$ cat src/pwe_pkg.sv
// Shared types and constants for the particle weight estimator.
// Used by every module of the block; depends on nothing.
package pwe_pkg;

  localparam int CoordW = 16;
  localparam int DiffW = 17;
  localparam int SqW = 34;
  localparam int DistW = 17;
  localparam int EstW = 12;

  localparam logic CmdLoad = 1'b0;
  localparam logic CmdMeas = 1'b1;

  typedef logic signed [CoordW-1:0] coord_t;
  typedef logic [DistW-1:0] dist_t;
  typedef logic signed [EstW-1:0] est_t;

  // Request to the iterative square-root unit.
  typedef struct packed {
    logic start;
    logic [SqW-1:0] radicand;
  } sqrt_req_t;

  typedef struct packed {
    logic done;
    dist_t root;
  } sqrt_rsp_t;

endpackage

$ cat src/pwe_div.sv
// Iterative restoring divider with half-away rounding and 12-bit clamp.
// Depends on pwe_pkg.
module pwe_div #(
  parameter int NumW = 42,
  parameter int DenW = 34
) (
  input  logic clk,
  input  logic rst,
  input  logic start,
  input  logic signed [NumW-1:0] num,
  input  logic [DenW-1:0] den,
  output logic done,
  output pwe_pkg::est_t est
);

  // Quotient = (2*|num| + 16*den) / (32*den).
  localparam int DW = DenW + 5;
  localparam int MW = NumW + DenW + 6;
  localparam int CntW = $clog2(MW + 1);

  logic neg;
  logic busy;
  logic [MW-1:0] dividend;
  logic [DW-1:0] divisor;
  logic [DW:0] rem;
  logic [MW-1:0] quo;
  logic [CntW-1:0] cnt;
  logic [DW:0] shifted;
  logic [NumW-1:0] mag;

  always_comb begin
    mag = num[NumW-1] ? NumW'(-num) : NumW'(num);
    shifted = {rem[DW-1:0], dividend[MW-1]};
  end

  always_ff @(posedge clk) begin
    if (rst) begin
      busy <= 1'b0;
      done <= 1'b0;
    end else begin
      done <= 1'b0;
      if (start) begin
        busy <= 1'b1;
        neg <= num[NumW-1];
        dividend <= MW'({mag, 1'b0}) + MW'({den, 4'b0});
        divisor <= {den, 5'b0};
        rem <= '0;
        quo <= '0;
        cnt <= CntW'(MW - 1);
      end else if (busy) begin
        dividend <= {dividend[MW-2:0], 1'b0};
        if (shifted >= {1'b0, divisor}) begin
          rem <= shifted - {1'b0, divisor};
          quo <= {quo[MW-2:0], 1'b1};
        end else begin
          rem <= shifted;
          quo <= {quo[MW-2:0], 1'b0};
        end
        if (cnt == '0) begin
          busy <= 1'b0;
          done <= 1'b1;
        end else begin
          cnt <= cnt - CntW'(1);
        end
      end
    end
  end

  always_comb begin
    if (neg) begin
      est = (quo > MW'(2048)) ? -12'sd2048 : pwe_pkg::est_t'(-quo[11:0]);
    end else begin
      est = (quo > MW'(2047)) ? 12'sd2047 : pwe_pkg::est_t'(quo[11:0]);
    end
  end

endmodule

$ cat config.mk
export PLATFORM = sky130hd
export DESIGN_NAME = pwe_div
export DESIGN_NICKNAME = d
export VERILOG_FILES = /design/src/pwe_pkg.sv /design/src/pwe_div.sv
export SDC_FILE = /design/constraint.sdc
export NUM_CORES = 1
export LEC_CHECK = 0
export ABC_AREA = 1
export BUFFER_PORTS_ARGS = -buffer_cell sky130_fd_sc_hd__buf_4
export CAP_MARGIN = 15
export CORE_UTILIZATION = 40
export CTS_CLUSTER_DIAMETER = 60
export DETAILED_ROUTE_END_ITERATION = 7
export PLACE_DENSITY = 0.6
export SETUP_SLACK_MARGIN = 0.2
export SLEW_MARGIN = 10
export SYNTH_ARGS = -nofsm -noshare
export SYNTH_HDL_FRONTEND = slang
export SYNTH_SLANG_ARGS = --single-unit
$ cat constraint.sdc
create_clock -name clk -period 17.22 [get_ports clk]
set_input_delay 2.583 -clock clk [delete_from_list [all_inputs] [get_ports clk]]
set_output_delay 2.583 -clock clk [all_outputs]
set_load 0.01 [all_outputs]
==> qor.yml <==
outcome:
  status: "finished, final reports clean"
pwr:
  ir_drop_mv: 0.0790
  p_per_area_nw_per_um2: 97.1
  power.internal_mw: 1.19
  pwr-share-clk_pct: 33.6
  seq_power_share_pct: 42.5
  pwr-share-comb_pct: 23.9
  p_sw_share_pct: 31.4
  total_power_mw: 1.73
  switchingPower_mw: 0.544
  p_leak_nw: 7.58
finish:
  diodes: 0
  final_area_um2: 17800
  final_cell_mix: "nand2_1 (318), inv_1 (285), nor2_1 (281)"
  layout-drive-gt1-share_pct: 10.6
  fin_nets: 2109
  final_common_cell: "nand2_1"
  area.growth.synth_to_final_pct: 13.3
  fin_util_pct: 46.0
  fillers: 3861
yosys:
  synth_top_area_cell: "edfxtp_1"
  synth_area_leaders: "edfxtp_1 (47%), nand2_1 (7.6%), inv_1 (6.8%)"
  syn_inst: 1861
  syn_nets: 2021
  syn_area_per_cell_um2: 8.45
  synth_area_um2: 15700
  ys_seq_elements: 246
  ys_warn_count: 0
  yosys.area.top_type_share_pct: 46.6
  ys_types: 44
  yosysSeqAreaShare_pct: 46.8
clock_network:
  cts_buffers: 30
  post-cts-setup-buffers: 0
  cts_max_level: 1
  cts.path.max_buffers: 3
  clk_latency_ns: 0.57
  cts-root-buf: "clkbuf_16"
  cts_tree: "built"
  ctsHoldBuffers: 0
  cts_sinks: 246
  cts_resized: 0
  clk_pin_slew_ns: 0.06
global_routing:
  busiest_layer: "met2"
  grtUsageTotal_pct: 19.9
  met1_usage_pct: 28.0
  grt_use_met3_pct: 2.18
  grt_first_pass_wirelength_mm: 64.5
  grt_use_met2_pct: 32.5
  grt_overflow: 0
  grt_max_degree: 92
  grt_pass1_vias: 12431
  antenna_found_initial: 0
detailed_routing:
  drc: 0
  routed-via-count: 12589
  antenna_left: 0
  via_per_inst: 5.06
  drt-pass1-iter-count: 5
  wl_per_cell_um: 16.0
  drt_iter0_drc: 1029
  drt_wl_total_mm: 39.9
worst_setup_path:
  rr_worst_depth: 10
  crit_required_ns: 14.64
  endpoint_kind: "primary output"
  arrival_ns: 3.32
  cp_max_fo: 12
  regToRegStartpoint: "rem[18]"
  r2r_slack_ns: 14.02
  setup.worst_path.start_class: "register"
  path_class: "register to primary output"
  crit-reg2reg-capture: "rem[18]"
sta:
  fin_skew_ns: 0.0142
  layout_min_cycle_time_ns: 5.90
  slew_violations: 0
  setup_ws_ns: 11.32
  rsz0062_at_grt: "no"
  fin_setup_tns_ns: 0
  slew_headroom_pct: 27.5
  setup_viol: 0
  hold_viol_final: 0
  min_period_over_period_pct: 34.3
  fmax_ghz: 0.170
  tightest_slew_ns: 1.08
floorplanning:
  start_util_pct: 40.6
  rows: 72
  dieWidth_um: 200
  num_io_pins: 92
  die_area_um2: 40100
  core_area_um2: 38700
  fp.dieH_um: 200
placed_design:
  numPortBuffers: 91
  place_congestion: 0.939
  place_area_um2: 16900
  hpwl_mm: 30.8
  pre_cts_slack_ns: 11.10
min_path:
  min_to: "done"
  hold_start: "busy"
  hold_depth: 2
  hold_class: "register to register"
job:
  maxCapViolations: 0
sequential cells by signal (all words and copies together) (netlist names):
signal and flops:
divisor 34, rem 39, done 1, quo 82
busy 1, dividend 81, cnt 7, neg 1
how the worst max path moves through the flow:
| stage | startpoint | end | slack (ns) | cells after the start |
|---|---|---|---|---|
| after floorplan | start | cnt[0] | 3.36 | 5 |
| after global placement | num[0] | dividend[37] | 11.15 | 21 |
| after detailed placement | num[0] | dividend[37] | 11.10 | 21 |
| after CTS | quo[57] | est[3] | 11.30 | 8 |
| after global routing | quo[57] | est[3] | 11.14 | 8 |
| final | quo[57] | est[3] | 11.32 | 8 |
cells by family after synthesis:
group | synth area share, %
simple gates | 20.7
compound gates | 12.4
buf+inv | 8.31
flops | 46.8
xor+xnor | 5.24
fa+ha+maj | 6.54
final cells by class:
class | count | area, um2 | share of cell area (%)
sequential | 246 | 7370 | 41.3
clock buffer | 35 | 769 | 4.32
timing repair buffer | 97 | 728 | 4.09
tap | 518 | 648 | 3.64
inverter | 289 | 1080 | 6.09
clock inverter | 18 | 149 | 0.836
multi-input combinational | 1285 | 7070 | 39.7
through the flow:
stage | hold WS [ns] | std cells
2_1_floorplan | 0.422 | 1861
3_3_place_gp | 0.492 | 2435
3_5_place_dp | 0.500 | 2435
4_1_cts | 0.510 | 2488
5_1_grt | 0.540 | 2488
6_report | 0.508 | 2488
synth_stat cells:
cell type and n:
nand2_1 318, inv_1 286, nor2_1 282, edfxtp_1 244, o21ai_0 128, a21oi_1 95, nand3_1 83, ha_1 79
xnor2_1 48, xor2_1 46, a21oi_2 32, clkbuf_1 31, nand4_1 25, nor3_1 23, o21ai_1 16, nor4_1 15
a21o_1 14, a31oi_1 13, o21bai_1 11, nand2_2 10, or2_2 9, o21a_1 7, o31ai_1 6, buf_8 4
nor2_2 4, a21boi_0 3, buf_6 3, inv_2 3, buf_1 2, dfxtp_1 2, fa_1 2, nand3b_1 2
nor2_4 2, o211ai_1 2, o21ai_2 2, a211oi_1 1, a31o_2 1, and3_1 1, buf_2 1, nand2_4 1
nand4_2 1, o2111ai_4 1, o221ai_1 1, or3_1 1
worst max-delay path, cell delays in order, from the launching register on:
cell	delay (ns)
edfxtp_1	0.41
nor4_1	0.64
nand4_1	0.17
nor3_1	0.27
nand3_1	0.36
nand2_1	0.25
nand2_1	0.19
o21ai_0	0.29
buf_4	0.17
metal layers:
layer,part of all wire [%],up-vias
met5,0,-
li1,-,6377
met4,2.3,0
met2,46,272
met3,4.4,54
met1,48,5886
power groups by stage:
stage / Sequential (mW) / Clock [mW] / Combinational, mW
6_report: 0.735 / 0.582 / 0.413
3_3_place_gp: 0.746 / 0 / 0.407
3_5_place_dp: 0.747 / 0 / 0.410
5_1_grt: 0.741 / 0.619 / 0.462
4_1_cts: 0.736 / 0.599 / 0.412
2_1_floorplan: 0.752 / 0 / 0.302
No activity file was read; power rests on OpenSTA's default activity.
