$ cat src/pwe_pkg.sv
// Shared types and constants for the particle weight estimator.
// Used by every module of the block; depends on nothing.
package pwe_pkg;

  localparam int CoordW = 16;
  localparam int DiffW = 17;
  localparam int SqW = 34;
  localparam int DistW = 17;
  localparam int EstW = 12;

  localparam logic CmdLoad = 1'b0;
  localparam logic CmdMeas = 1'b1;

  typedef logic signed [CoordW-1:0] coord_t;
  typedef logic [DistW-1:0] dist_t;
  typedef logic signed [EstW-1:0] est_t;

  // Request to the iterative square-root unit.
  typedef struct packed {
    logic start;
    logic [SqW-1:0] radicand;
  } sqrt_req_t;

  typedef struct packed {
    logic done;
    dist_t root;
  } sqrt_rsp_t;

endpackage

$ cat src/pwe_sqrt.sv
// Iterative integer square root, one result bit per cycle.
// Depends on pwe_pkg.
module pwe_sqrt (
  input  logic clk,
  input  logic rst,
  input  pwe_pkg::sqrt_req_t req,
  output pwe_pkg::sqrt_rsp_t rsp
);

  localparam int SqW = pwe_pkg::SqW;
  localparam int RootW = pwe_pkg::DistW;

  logic [SqW-1:0] rem;
  logic [SqW-1:0] val;
  logic [RootW-1:0] root;
  logic [4:0] step;
  logic busy;
  logic done;
  logic [SqW+1:0] trial_rem;
  logic [SqW+1:0] trial_sub;

  always_comb begin
    trial_rem = {rem, val[SqW-1:SqW-2]};
    trial_sub = {{(SqW+2-RootW-2){1'b0}}, root, 2'b01};
  end

  always_ff @(posedge clk) begin
    if (rst) begin
      busy <= 1'b0;
      done <= 1'b0;
    end else begin
      done <= 1'b0;
      if (req.start) begin
        busy <= 1'b1;
        rem <= '0;
        val <= req.radicand;
        root <= '0;
        step <= 5'(RootW - 1);
      end else if (busy) begin
        val <= {val[SqW-3:0], 2'b00};
        if (trial_rem >= trial_sub) begin
          rem <= SqW'(trial_rem - trial_sub);
          root <= {root[RootW-2:0], 1'b1};
        end else begin
          rem <= SqW'(trial_rem);
          root <= {root[RootW-2:0], 1'b0};
        end
        if (step == '0) begin
          busy <= 1'b0;
          done <= 1'b1;
        end else begin
          step <= step - 5'd1;
        end
      end
    end
  end

  assign rsp = {done, root};

endmodule

$ cat config.mk
export PLATFORM = sky130hd
export DESIGN_NAME = pwe_sqrt
export DESIGN_NICKNAME = d
export VERILOG_FILES = /design/src/pwe_pkg.sv /design/src/pwe_sqrt.sv
export SDC_FILE = /design/constraint.sdc
export NUM_CORES = 1
export LEC_CHECK = 0
export BUFFER_PORTS_ARGS = -buffer_cell sky130_fd_sc_hd__buf_2
export CORE_MARGIN = 2
export CORE_UTILIZATION = 60
export DETAILED_ROUTE_END_ITERATION = 16
export PLACE_DENSITY = 0.9
export SLEW_MARGIN = 30
export SYNTH_ARGS = -nofsm -noshare
export SYNTH_HDL_FRONTEND = slang
export SYNTH_SLANG_ARGS = --single-unit
export TNS_END_PERCENT = 1
$ cat constraint.sdc
create_clock -name clk -period 12.3 [get_ports clk]
set_clock_uncertainty 0.1 [all_clocks]
set_input_delay 3.69 -clock clk [delete_from_list [all_inputs] [get_ports clk]]
set_output_delay 3.69 -clock clk [all_outputs]
set_load 0.1 [all_outputs]
==> results of run 1 <==
==> worst paths after layout <==
| path | from | end | cells after the start |
|---|---|---|---|
| max | req[34] | rem[11] | 4 |
| min | busy | done | 1 |
| max reg2reg | rem[13] | rem[19] | 8 |
| min reg2reg | busy | done | 1 |
==> synthesized netlist by cell type, types with 2 or more instances <==
library cell | instances | share of area, %
nor4_1 | 3 | 0.36
buf_2 | 6 | 0.58
mux2_2 | 34 | 7.4
a21o_1 | 7 | 1.0
nand2_1 | 42 | 3.1
clkbuf_1 | 11 | 0.80
mux2_4 | 2 | 0.58
buf_6 | 3 | 0.66
nor2_1 | 48 | 3.5
nor3_2 | 2 | 0.39
nand2b_1 | 4 | 0.49
o21ai_0 | 14 | 1.4
and3_1 | 3 | 0.36
o211a_1 | 2 | 0.39
ha_1 | 20 | 4.9
xnor2_1 | 13 | 2.2
inv_1 | 25 | 1.8
edfxtp_1 | 90 | 53
a31oi_1 | 3 | 0.36
nor2b_1 | 7 | 0.85
nand3_1 | 8 | 0.78
o21a_1 | 4 | 0.58
xor2_1 | 6 | 1.0
a211o_1 | 2 | 0.34
a211oi_1 | 3 | 0.44
nor3_1 | 11 | 1.1
o31ai_1 | 2 | 0.29
or3_1 | 13 | 1.6
nand4_1 | 5 | 0.61
dfxtp_1 | 2 | 0.78
and2_1 | 4 | 0.49
or4_1 | 3 | 0.44
a21oi_1 | 38 | 3.7
==> cell usage in the layout, fill, tap and decap left out, types with 4 or more instances in the layout <==
cell type,instances
nand2_1,42
nor3_1,11
nand2b_1,4
mux2_2,34
inv_1,25
nor2b_1,7
o21ai_0,14
o21a_1,4
nor2_1,47
xnor2_1,13
clkbuf_8,9
a21oi_1,38
xor2_1,6
nand4_1,5
buf_2,54
and2_1,4
or3_1,13
ha_1,20
nand3_1,8
a21o_1,7
edfxtp_1,90
==> final cells by class <==
cell class	count	area (sq um)	share of cell area, %
sequential	92	2740	48.5
timing repair buffer	56	289	5.11
tap	105	131	2.32
clock inverter	7	72.6	1.28
inverter	25	93.8	1.66
multi-input combinational	324	2200	38.9
clock buffer	9	124	2.19
==> sequential cells by signal, summed over array words and instances (netlist names) <==
signal and count:
busy 1, done 1, rem 34, root 17
step 5, val 34
==> stage by stage <==
stage                     std cells  utilization, %  hold WS [ps]  power, uW  area, sq um
after floorplan                 463               -           371        526         5150
after global placement          602            66.0           429        550         5450
after detailed placement        602            66.0           427        557         5450
after CTS                       618            68.4           449        760         5650
after global routing            618            68.5           456        790         5650
final                           618            68.5           445        757         5650
==> power groups by stage <==
stage | Clock (uW) | Combinational (uW) | Sequential, uW
3_3_place_gp | 0 | 157 | 393
5_1_grt | 220 | 180 | 390
2_1_floorplan | 0 | 111 | 414
6_report | 206 | 165 | 387
3_5_place_dp | 0 | 163 | 394
4_1_cts | 209 | 164 | 387
==> metal layers <==
layer	vias up	GRT usage, %	wire [um]
met5	-	0	0
met4	0	8.78	180
met3	18	5.13	578
met2	108	33.1	4620
met1	1711	29.1	4320
li1	1777	-	-
==> cell families after synthesis <==
family          Yosys count
simple gates            161
xor+xnor                 19
buf+inv                  47
compound gates           88
flops                    92
mux                      36
fa+ha+maj                20
==> critical path: stages <==
cell and delay, ps:
buf_2 110, nor2_1 90, nor2_4 600, buf_4 700
==> metrics.yaml, run 1 <==
synthesis:
  ys_warn_count: 0
  synth-edff-count: 90
  synthArstFlopShare_pct: 0
  syn_nets: 520
  ys_ff_latch: 92
  synth_top_family_by_area: "simple AND/OR/NAND/NOR gates"
  synth-adder-area-share_pct: 4.86
  synthesis.area_sq_um: 5150
  synth_cell_types: 56
  postSynthAreaPerCell_sq_um: 11.1
  synthMuxAreaShare_pct: 8.02
  synth-compound-area-share_pct: 11.1
  synth_cells: 463
  synth_xor_xnor_area_share_pct: 3.23
  synthFlopType: "edfxtp_1"
  synthSimpleGateAreaFrac_pct: 15.4
  seq_area_frac_synth_pct: 53.3
place:
  port-buffer-count: 54
  place.gp.congestion: 0.856
  dp_slack_ps: 6480
  dp_hpwl_um: 6780
critical_path:
  critPathMaxFanout: 56
  crit_type: "in2reg"
  rrSetupSlack_ps: 9260
  endpoint_kind: "flip-flop"
  worstPathRequired_ps: 12200
  crit_path_start_kind: "input pin"
  cp.arrival_ps: 5230
timing:
  setup_ws_ps: 6970
  slew_headroom_pct: 46.2
  hold_viol: 0
  fin_crit_sh_pct: 43.3
  min_period_ps: 5330
  slew_viol_final: 0
  fmax_mhz: 188
  tns_ps: 0
  setup_viol: 0
  tightest_slew_ps: 805
  rsz0062_at_grt: "false"
cts:
  cts_hold_buf: 0
  numCtsBuffers: 9
  post-cts-setup-buffer-count: 0
  cts_tree: "yes"
  cts-root-buf: "clkbuf_8"
  htreeDepth: 3
  clockBufferDepth: 2
  cts_sinks: 92
  clk_pin_slew_ps: 90
  post_cts_resized: 0
  worst_skew_pair.late_latency_ps: 360
final_layout:
  final_nets: 565
  antenna_cells: 0
  drive_gt1_share_pct: 23.2
  nFillCells: 620
  area_growth_pct: 9.87
grt:
  grt-ovfl-total: 0
  grt_usage_pct: 21.3
  antenna_found_initial: 0
  grt_pass1_vias: 3446
  grt_pass1_wl_um: 16300
  grt_max_degree: 99
routing:
  avgViaCountPerCell: 5.85
  drc_errors: 0
  ant_nets: 0
  drtIter0Drc: 227
  vias: 3614
  wirelength_um: 9700
  wl_per_cell_um: 15.7
  dr.pass1.iters: 4
floorplanning:
  die_y_um: 96.6
  start_util_pct: 62.3
  rows: 33
  die_w_um: 96.6
  core-area_sq_um: 8260
  die-area_sq_um: 9330
  ios: 55
power_and_ir_drop:
  power_frac_seq_pct: 51.1
  p_per_area_nw_per_um2: 134
  p_comb_share_pct: 21.7
  power.switching_uw: 226
  p_sw_share_pct: 29.9
  internal-power_uw: 531
  clockPowerShare_pct: 27.1
  ir_worst_vdd_mv: 0.0764
  leakage_uw: 0.00220
status:
  outcome: "completed"
job:
  maxCapViolCount: 0
min_path:
  hold_class: "reg2reg"
(Power assumes the default switching activity.)
==> run 2, diff against run 1 <==
--- a/config.mk
+++ b/config.mk
@@ -7,9 +7,9 @@
 export LEC_CHECK = 0
 export BUFFER_PORTS_ARGS = -buffer_cell sky130_fd_sc_hd__buf_2
 export CORE_MARGIN = 2
-export CORE_UTILIZATION = 60
+export CORE_UTILIZATION = 59
 export DETAILED_ROUTE_END_ITERATION = 16
-export PLACE_DENSITY = 0.9
+export PLACE_DENSITY = 0.89
 export SLEW_MARGIN = 30
 export SYNTH_ARGS = -nofsm -noshare
 export SYNTH_HDL_FRONTEND = slang
==> constraint.sdc (replaced) <==
create_clock -name clk -period 5.2 [get_ports clk]
set_clock_uncertainty 0.1 [all_clocks]
set_input_delay 1.56 -clock clk [delete_from_list [all_inputs] [get_ports clk]]
set_output_delay 1.56 -clock clk [all_outputs]
set_load 0.1 [all_outputs]
==> run 2 against run 1 <==
  * Setup slack got worse by 4900 ps
  * Global-route usage decreased by 0.21 points
  * Utilization decreased by 2.6 points
  * First-iteration DRC count increased by 15%
  * Cell area increased by 0.15%
  * Via count increased by 0.53%
  * Register-to-register slack got worse by 7200 ps
  * Non-clock buffer count unchanged
  * Combinational power increased by 140%
  * Critical path depth increased by 4
  * Routed wire length increased by 0.59%
  * Cell count increased by 0.49%
  * Largest cell class unchanged
==> metrics.yaml, run 2 (same netlist as run 1, synthesis figures left out) <==
status:
  outcome: "completed"
final_layout:
  final_cell_mix: "edfxtp_1 (90), buf_2 (54), nor2_1 (47)"
  area_growth_pct: 10.0
  seq_area_sq_um: 2740  # unchanged
  antenna_cells: 0  # unchanged
  stdcell_area_sq_um: 5660  # +0.15%
  nFillCells: 670  # +8.1%
  fin_util_pct: 65.9  # -2.6 points
  final_nets: 565  # unchanged
  multi_input_area_sq_um: 2200  # unchanged
  drive_gt1_share_pct: 23.2  # unchanged
  final_common_cell: "edfxtp_1"
  reg_top3: "rem x34, val x34, root x17"
timing:
  rsz0062_at_grt: "false"
  fin_crit_sh_pct: 59.7
  tns_ps: 0  # unchanged
  fmax_mhz: 322
  min_period_ps: 3110
  slew_headroom_pct: 42.4  # -3.8 points
  tightest_slew_ps: 862  # +57.1 ps
  slew_viol_final: 0  # unchanged
  setup_viol: 0  # unchanged
  hold_viol: 0  # unchanged
routing:
  dr.pass1.iters: 7  # +3
  ant_nets: 0  # unchanged
  avgViaCountPerCell: 5.85  # about the same
  vias: 3633  # +0.53%
  wirelength_um: 9760  # +0.59%
  drtIter0Drc: 261  # +15%
  wl_per_cell_um: 15.7  # +0.10%
  drc_errors: 0  # unchanged
place:
  dp_hpwl_um: 6870  # +1.4%
  place_area_sq_um: 5470  # +0.30%
  port-buffer-count: 54  # unchanged
  place.gp.congestion: 0.891  # +4.0%
floorplanning:
  die-area_sq_um: 9490  # +1.6%
  core-area_sq_um: 8590  # +4.1%
  start_util_pct: 59.9  # -2.4 points
  rows: 34  # +3.0%
  ios: 55  # unchanged
  die_y_um: 97.4  # +0.81%
  die_w_um: 97.4  # +0.81%
min_path:
  hold_depth: 1  # unchanged
  hold_start: "busy"
  hold_class: "reg2reg"
  hold_end: "done"
power_and_ir_drop:
  p_comb_share_pct: 22.0  # +0.3 points
  leakage_uw: 0.00220  # about the same
  power.switching_uw: 556  # +150%
  power_frac_seq_pct: 51.6  # +0.5 points
  p_per_area_nw_per_um2: 313  # +130%
  ir_worst_vdd_mv: 0.187  # +140%
  clockPowerShare_pct: 26.4  # -0.7 points
  p_sw_share_pct: 31.4  # +1.5 points
  internal-power_uw: 1220  # +130%
critical_path:
  path_cells: "ha_1 > and3_1 > a221oi_1 > a21oi_1 > o21bai_2 > nand2_1 > nor4_1 > mux2_2"
  worstReg2RegStart: "rem[6]"
  crit_slowest_cell: "a221oi_1"
  path_delay_family: "compound AO/OA/AOI/OAI gates"
  path_buf_inv: 0  # -2
  crit_path_start_kind: "flip-flop"
  cp.arrival_ps: 3140  # -2090 ps
  rr_worst_depth: 8  # unchanged
  endpoint_kind: "flip-flop"
  worstPathRequired_ps: 5230  # -6970 ps
  critPathMaxFanout: 7  # -88%
  reg2reg_to: "rem[27]"
  max_stage_delay_ps: 430  # -270 ps
  crit_type: "reg2reg"
  rrSetupSlack_ps: 2090  # -7170 ps
cts:
  numCtsBuffers: 9  # unchanged
  cts-root-buf: "clkbuf_8"
  post_cts_resized: 0  # unchanged
  worst_skew_pair.late_latency_ps: 370  # about the same
  htreeDepth: 3  # unchanged
  cts_sinks: 92  # unchanged
  cts_hold_buf: 0  # unchanged
  clockBufferDepth: 2  # unchanged
  clk_pin_slew_ps: 100  # about the same
  post-cts-setup-buffer-count: 0  # unchanged
  cts_tree: "yes"
job:
  maxCapViolCount: 0  # unchanged
grt:
  grt-ovfl-total: 0  # unchanged
  grt_max_degree: 99  # unchanged
  antenna_found_initial: 0  # unchanged
  grt_pass1_wl_um: 16400  # +0.47%
  grt_usage_pct: 21.1  # -0.21 points
  grt_pass1_vias: 3656  # +6.1%
## run 2: routing by layer
| metal | share of wire (%) | GRT usage [%] |
|---|---|---|
| met1 | 42 | 25.6 |
| met3 | 5.9 | 5.11 |
| met2 | 50 | 35.9 |
| met5 | 0 | 0 |
| met4 | 1.9 | 9.40 |
## run 2: layout make-up
| class | count | area share (%) |
|---|---|---|
| Sequential cell | 92 | 48.4 |
| Multi-Input combinational cell | 324 | 38.9 |
| Timing Repair Buffer | 56 | 5.32 |
| Tap cell | 108 | 2.39 |
| Clock buffer | 9 | 2.19 |
| Inverter | 25 | 1.66 |
| Clock inverter | 7 | 1.15 |
## run 2: worst max-delay path by stage
stage | start | to | slack, ps | depth (start not counted)
finish | rem[6] | rem[27] | 2090 | 8
global route | root[6] | rem[27] | 1870 | 9
CTS | req[34] | step[0] | 1910 | 4
detailed placement | req[34] | step[0] | 1530 | 4
global placement | req[34] | step[0] | 1620 | 4
floorplan | req[34] | rem[0] | 300 | 4
## run 2: per-stage QoR
stage               power [uW]  cells  setup slack (ps)  hold slack (ps)
global route              1860    621              1870              472
finish                    1770    621              2090              450
CTS                       1790    621              1910              448
global placement          1300    605              1620              428
floorplan                 1240    463               301              371
detailed placement        1320    605              1530              409
## run 2: power groups by stage
stage / Combinational, uW / Clock (uW) / Sequential [uW]
5_1_grt: 432 / 504 / 921
6_report: 391 / 469 / 915
4_1_cts: 391 / 480 / 915
2_1_floorplan: 264 / 0 / 977
3_3_place_gp: 374 / 0 / 928
3_5_place_dp: 388 / 0 / 931
==> run 3, diff against run 2 <==
--- a/config.mk
+++ b/config.mk
@@ -5,11 +5,12 @@
 export SDC_FILE = /design/constraint.sdc
 export NUM_CORES = 1
 export LEC_CHECK = 0
+export ABC_AREA = 1
 export BUFFER_PORTS_ARGS = -buffer_cell sky130_fd_sc_hd__buf_2
 export CORE_MARGIN = 2
-export CORE_UTILIZATION = 59
+export CORE_UTILIZATION = 54
 export DETAILED_ROUTE_END_ITERATION = 16
-export PLACE_DENSITY = 0.89
+export PLACE_DENSITY = 0.86
 export SLEW_MARGIN = 30
 export SYNTH_ARGS = -nofsm -noshare
 export SYNTH_HDL_FRONTEND = slang
==> constraint.sdc (replaced) <==
create_clock -name clk -period 2.8 [get_ports clk]
set_clock_uncertainty 0.1 [all_clocks]
set_input_delay 0.84 -clock clk [delete_from_list [all_inputs] [get_ports clk]]
set_output_delay 0.84 -clock clk [all_outputs]
set_load 0.1 [all_outputs]
==> run 3 against run 2 <==
  * Die area increased by 19%
  * Worst hold slack got worse by 40 ps
  * Combinational power increased by 130%
  * Sequential power increased by 86%
  * Utilization decreased by 4.8 points
  * Synthesized area increased by 9.8%
  * Highest routed layer unchanged
  * Largest power group unchanged
  * Setup slack got worse by 1800 ps
==> metrics.yaml, run 3 <==
timing:
  hold_viol: 0  # unchanged
  rsz0062_at_grt: "false"
  tns_ps: 0  # unchanged
  fmax_mhz: 397  # +23%
  fin_crit_sh_pct: 90.0  # +30 points
  slew_viol_final: 0  # unchanged
  tightest_slew_ps: 522  # -341 ps
  min_period_ps: 2520  # -585 ps
  slew_headroom_pct: 65.2  # +23 points
  setup_viol: 0  # unchanged
status:
  outcome: "completed"
synthesis:
  ys_ff_latch: 92  # unchanged
  synth-edff-count: 90  # unchanged
  postSynthAreaPerCell_sq_um: 7.81  # -30%
  synthArstFlopShare_pct: 0  # unchanged
  synth.largest_area_cell: "edfxtp_1"
  synth_cells: 723  # +56%
  yosysMostFrequentCell: "nand2_1"
  netlist.area_leader.share_pct: 47.8  # -4.7 points
  syn_nets: 780  # +50%
  synth_cell_types: 32  # -43%
  netlist_top_cells_area: "edfxtp_1 (48%), nand2_1 (17%), inv_1 (6.1%)"
  ys_warn_count: 0  # unchanged
  seq_area_frac_synth_pct: 48.5  # -4.7 points
  synthesis.area_sq_um: 5650  # +9.8%
  synth_top_cells_by_count: "nand2_1 (261), inv_1 (92), edfxtp_1 (90), nor2_1 (85), a21oi_1 (38)"
  synthFlopType: "edfxtp_1"
critical_path:
  cp.arrival_ps: 2530  # -610 ps
  worstPathRequired_ps: 2810  # -2420 ps
  crit_slowest_cell: "edfxtp_1"
  path_delay_family: "compound AO/OA/AOI/OAI gates"
  path_cells: "inv_1 > ha_1 > a21oi_1 > o21ai_2 > nand2_1 > nand3b_2 > nand2_2 > nand3_2 > buf_4 > o21ai_0 > a21oi_1"
  crit_path_start_kind: "flip-flop"
  max_stage_delay_ps: 410  # -20 ps
  path_buf_inv: 2  # +2
  crit_type: "reg2reg"
  critPathMostFrequentCell: "a21oi_1"
  endpoint_kind: "flip-flop"
  critPathMaxFanout: 23  # +16
grt:
  grt_pass1_wl_um: 21900  # +34%
  grt_max_degree: 86  # -13%
  grt_pass1_vias: 4699  # +29%
  grt-ovfl-total: 0  # unchanged
  antenna_found_initial: 0  # unchanged
  grt_usage_pct: 24.8  # +3.6 points
place:
  place.gp.congestion: 1.03  # +16%
  port-buffer-count: 54  # unchanged
  dp_hpwl_um: 9630  # +40%
  place_area_sq_um: 6060  # +11%
floorplanning:
  die_w_um: 106  # +9.1%
  start_util_pct: 55.2  # -4.7 points
  rows: 37  # +8.8%
  die-area_sq_um: 11300  # +19%
  ios: 55  # unchanged
  core-area_sq_um: 10200  # +19%
  die_y_um: 106  # +9.1%
cts:
  post_cts_resized: 0  # unchanged
  post-cts-setup-buffer-count: 0  # unchanged
  cts_tree: "yes"
  cts_hold_buf: 0  # unchanged
  numCtsBuffers: 9  # unchanged
  clockBufferDepth: 2  # unchanged
  worst_skew_pair.late_latency_ps: 370  # about the same
  cts-root-buf: "clkbuf_8"
  cts_sinks: 92  # unchanged
  clk_pin_slew_ps: 90  # about the same
  htreeDepth: 3  # unchanged
final_layout:
  final_nets: 830  # +47%
  area_growth_pct: 10.7
  stdcell_area_sq_um: 6250  # +10%
  reg_top3: "rem x34, val x34, root x17"
  final_common_cell: "nand2_1"
  drive_gt1_share_pct: 11.7  # -11 points
  nFillCells: 925  # +38%
  antenna_cells: 0  # unchanged
  final_cell_mix: "nand2_1 (261), inv_1 (90), edfxtp_1 (90)"
routing:
  vias: 4843  # +33%
  avgViaCountPerCell: 5.30  # -9.3%
  dr.pass1.iters: 5  # -2
  wl_per_cell_um: 14.2  # -9.4%
  ant_nets: 0  # unchanged
  drc_errors: 0  # unchanged
  drtIter0Drc: 367  # +41%
  wirelength_um: 13000  # +33%
min_path:
  hold_class: "reg2reg"
power_and_ir_drop:
  ir_worst_vdd_mv: 0.348  # +87%
  leakage_uw: 0.00290  # +32%
  p_per_area_nw_per_um2: 557  # +78%
job:
  maxCapViolCount: 0  # unchanged
-- run 3: cell count changes in the layout (fill, tap and decap cells not counted), sizes merged, moves of 17 or more --
cell,before,now
mux2,36,0
o21ai,15,32
nand2,43,263
inv,29,94
nand3,8,27
nor2,48,87
-- run 3: power breakdown --
part	internal, uW	leakage (uW)	switching, uW	total, uW
Sequential	1650	0.000892	56.0	1700
Combinational	275	0.00191	606	881
Clock	415	0.0000959	481	896
-- run 3: cell type report --
type	instances	area, sq um	share of cell area, %
Multi-Input combinational cell	517	2450	39.1
Clock inverter	5	62.6	1.00
Clock buffer	10	128	2.04
Sequential cell	92	2740	43.9
Timing Repair Buffer	60	353	5.64
Inverter	93	349	5.58
Tap cell	136	170	2.72
-- run 3: cell families (layout without fill, tap and decap cells) --
group           count (synthesis)  in the layout  synth area share (%)
buf+inv                       114            168                  8.35
simple gates                  404            404                  28.9
flops                          92             92                  48.5
compound gates                 76             76                  7.18
xor+xnor                       17             17                  2.64
fa+ha+maj                      20             20                  4.43
-- run 3: final timing paths --
kind,from,endpoint,slack (ps),depth (start not counted)
setup reg to reg,root[1],rem[3],280,11
hold / removal,busy,done,410,2
hold reg to reg,busy,done,410,2
setup / recovery,root[1],rem[3],280,11
-- run 3: tightest hold or removal path, cell delays in order, from the launching register on --
cell and delay (ps):
dfxtp_1 310, inv_1 100, nor3_1 70
-- run 3: metrics by stage --
step / hold slack, ps / total power (uW) / setup WS, ps / std cells / util (%)
after floorplan: 375 / 2380 / -571 / 723 / -
after global placement: 391 / 2580 / 402 / 898 / 59.2
after detailed placement: 399 / 2600 / 327 / 898 / 59.2
after CTS: 420 / 3480 / 318 / 913 / 61.1
after global routing: 443 / 3650 / 158 / 913 / 61.1
final: 410 / 3480 / 280 / 913 / 61.1
-- run 3: layer usage --
metal	share of wire, %	vias to the layer above	global-route usage, %
met5	0	-	0
met4	2.6	0	8.74
met3	6.4	34	4.66
met2	48	182	41.7
met1	43	2202	32.0
li1	-	2425	-
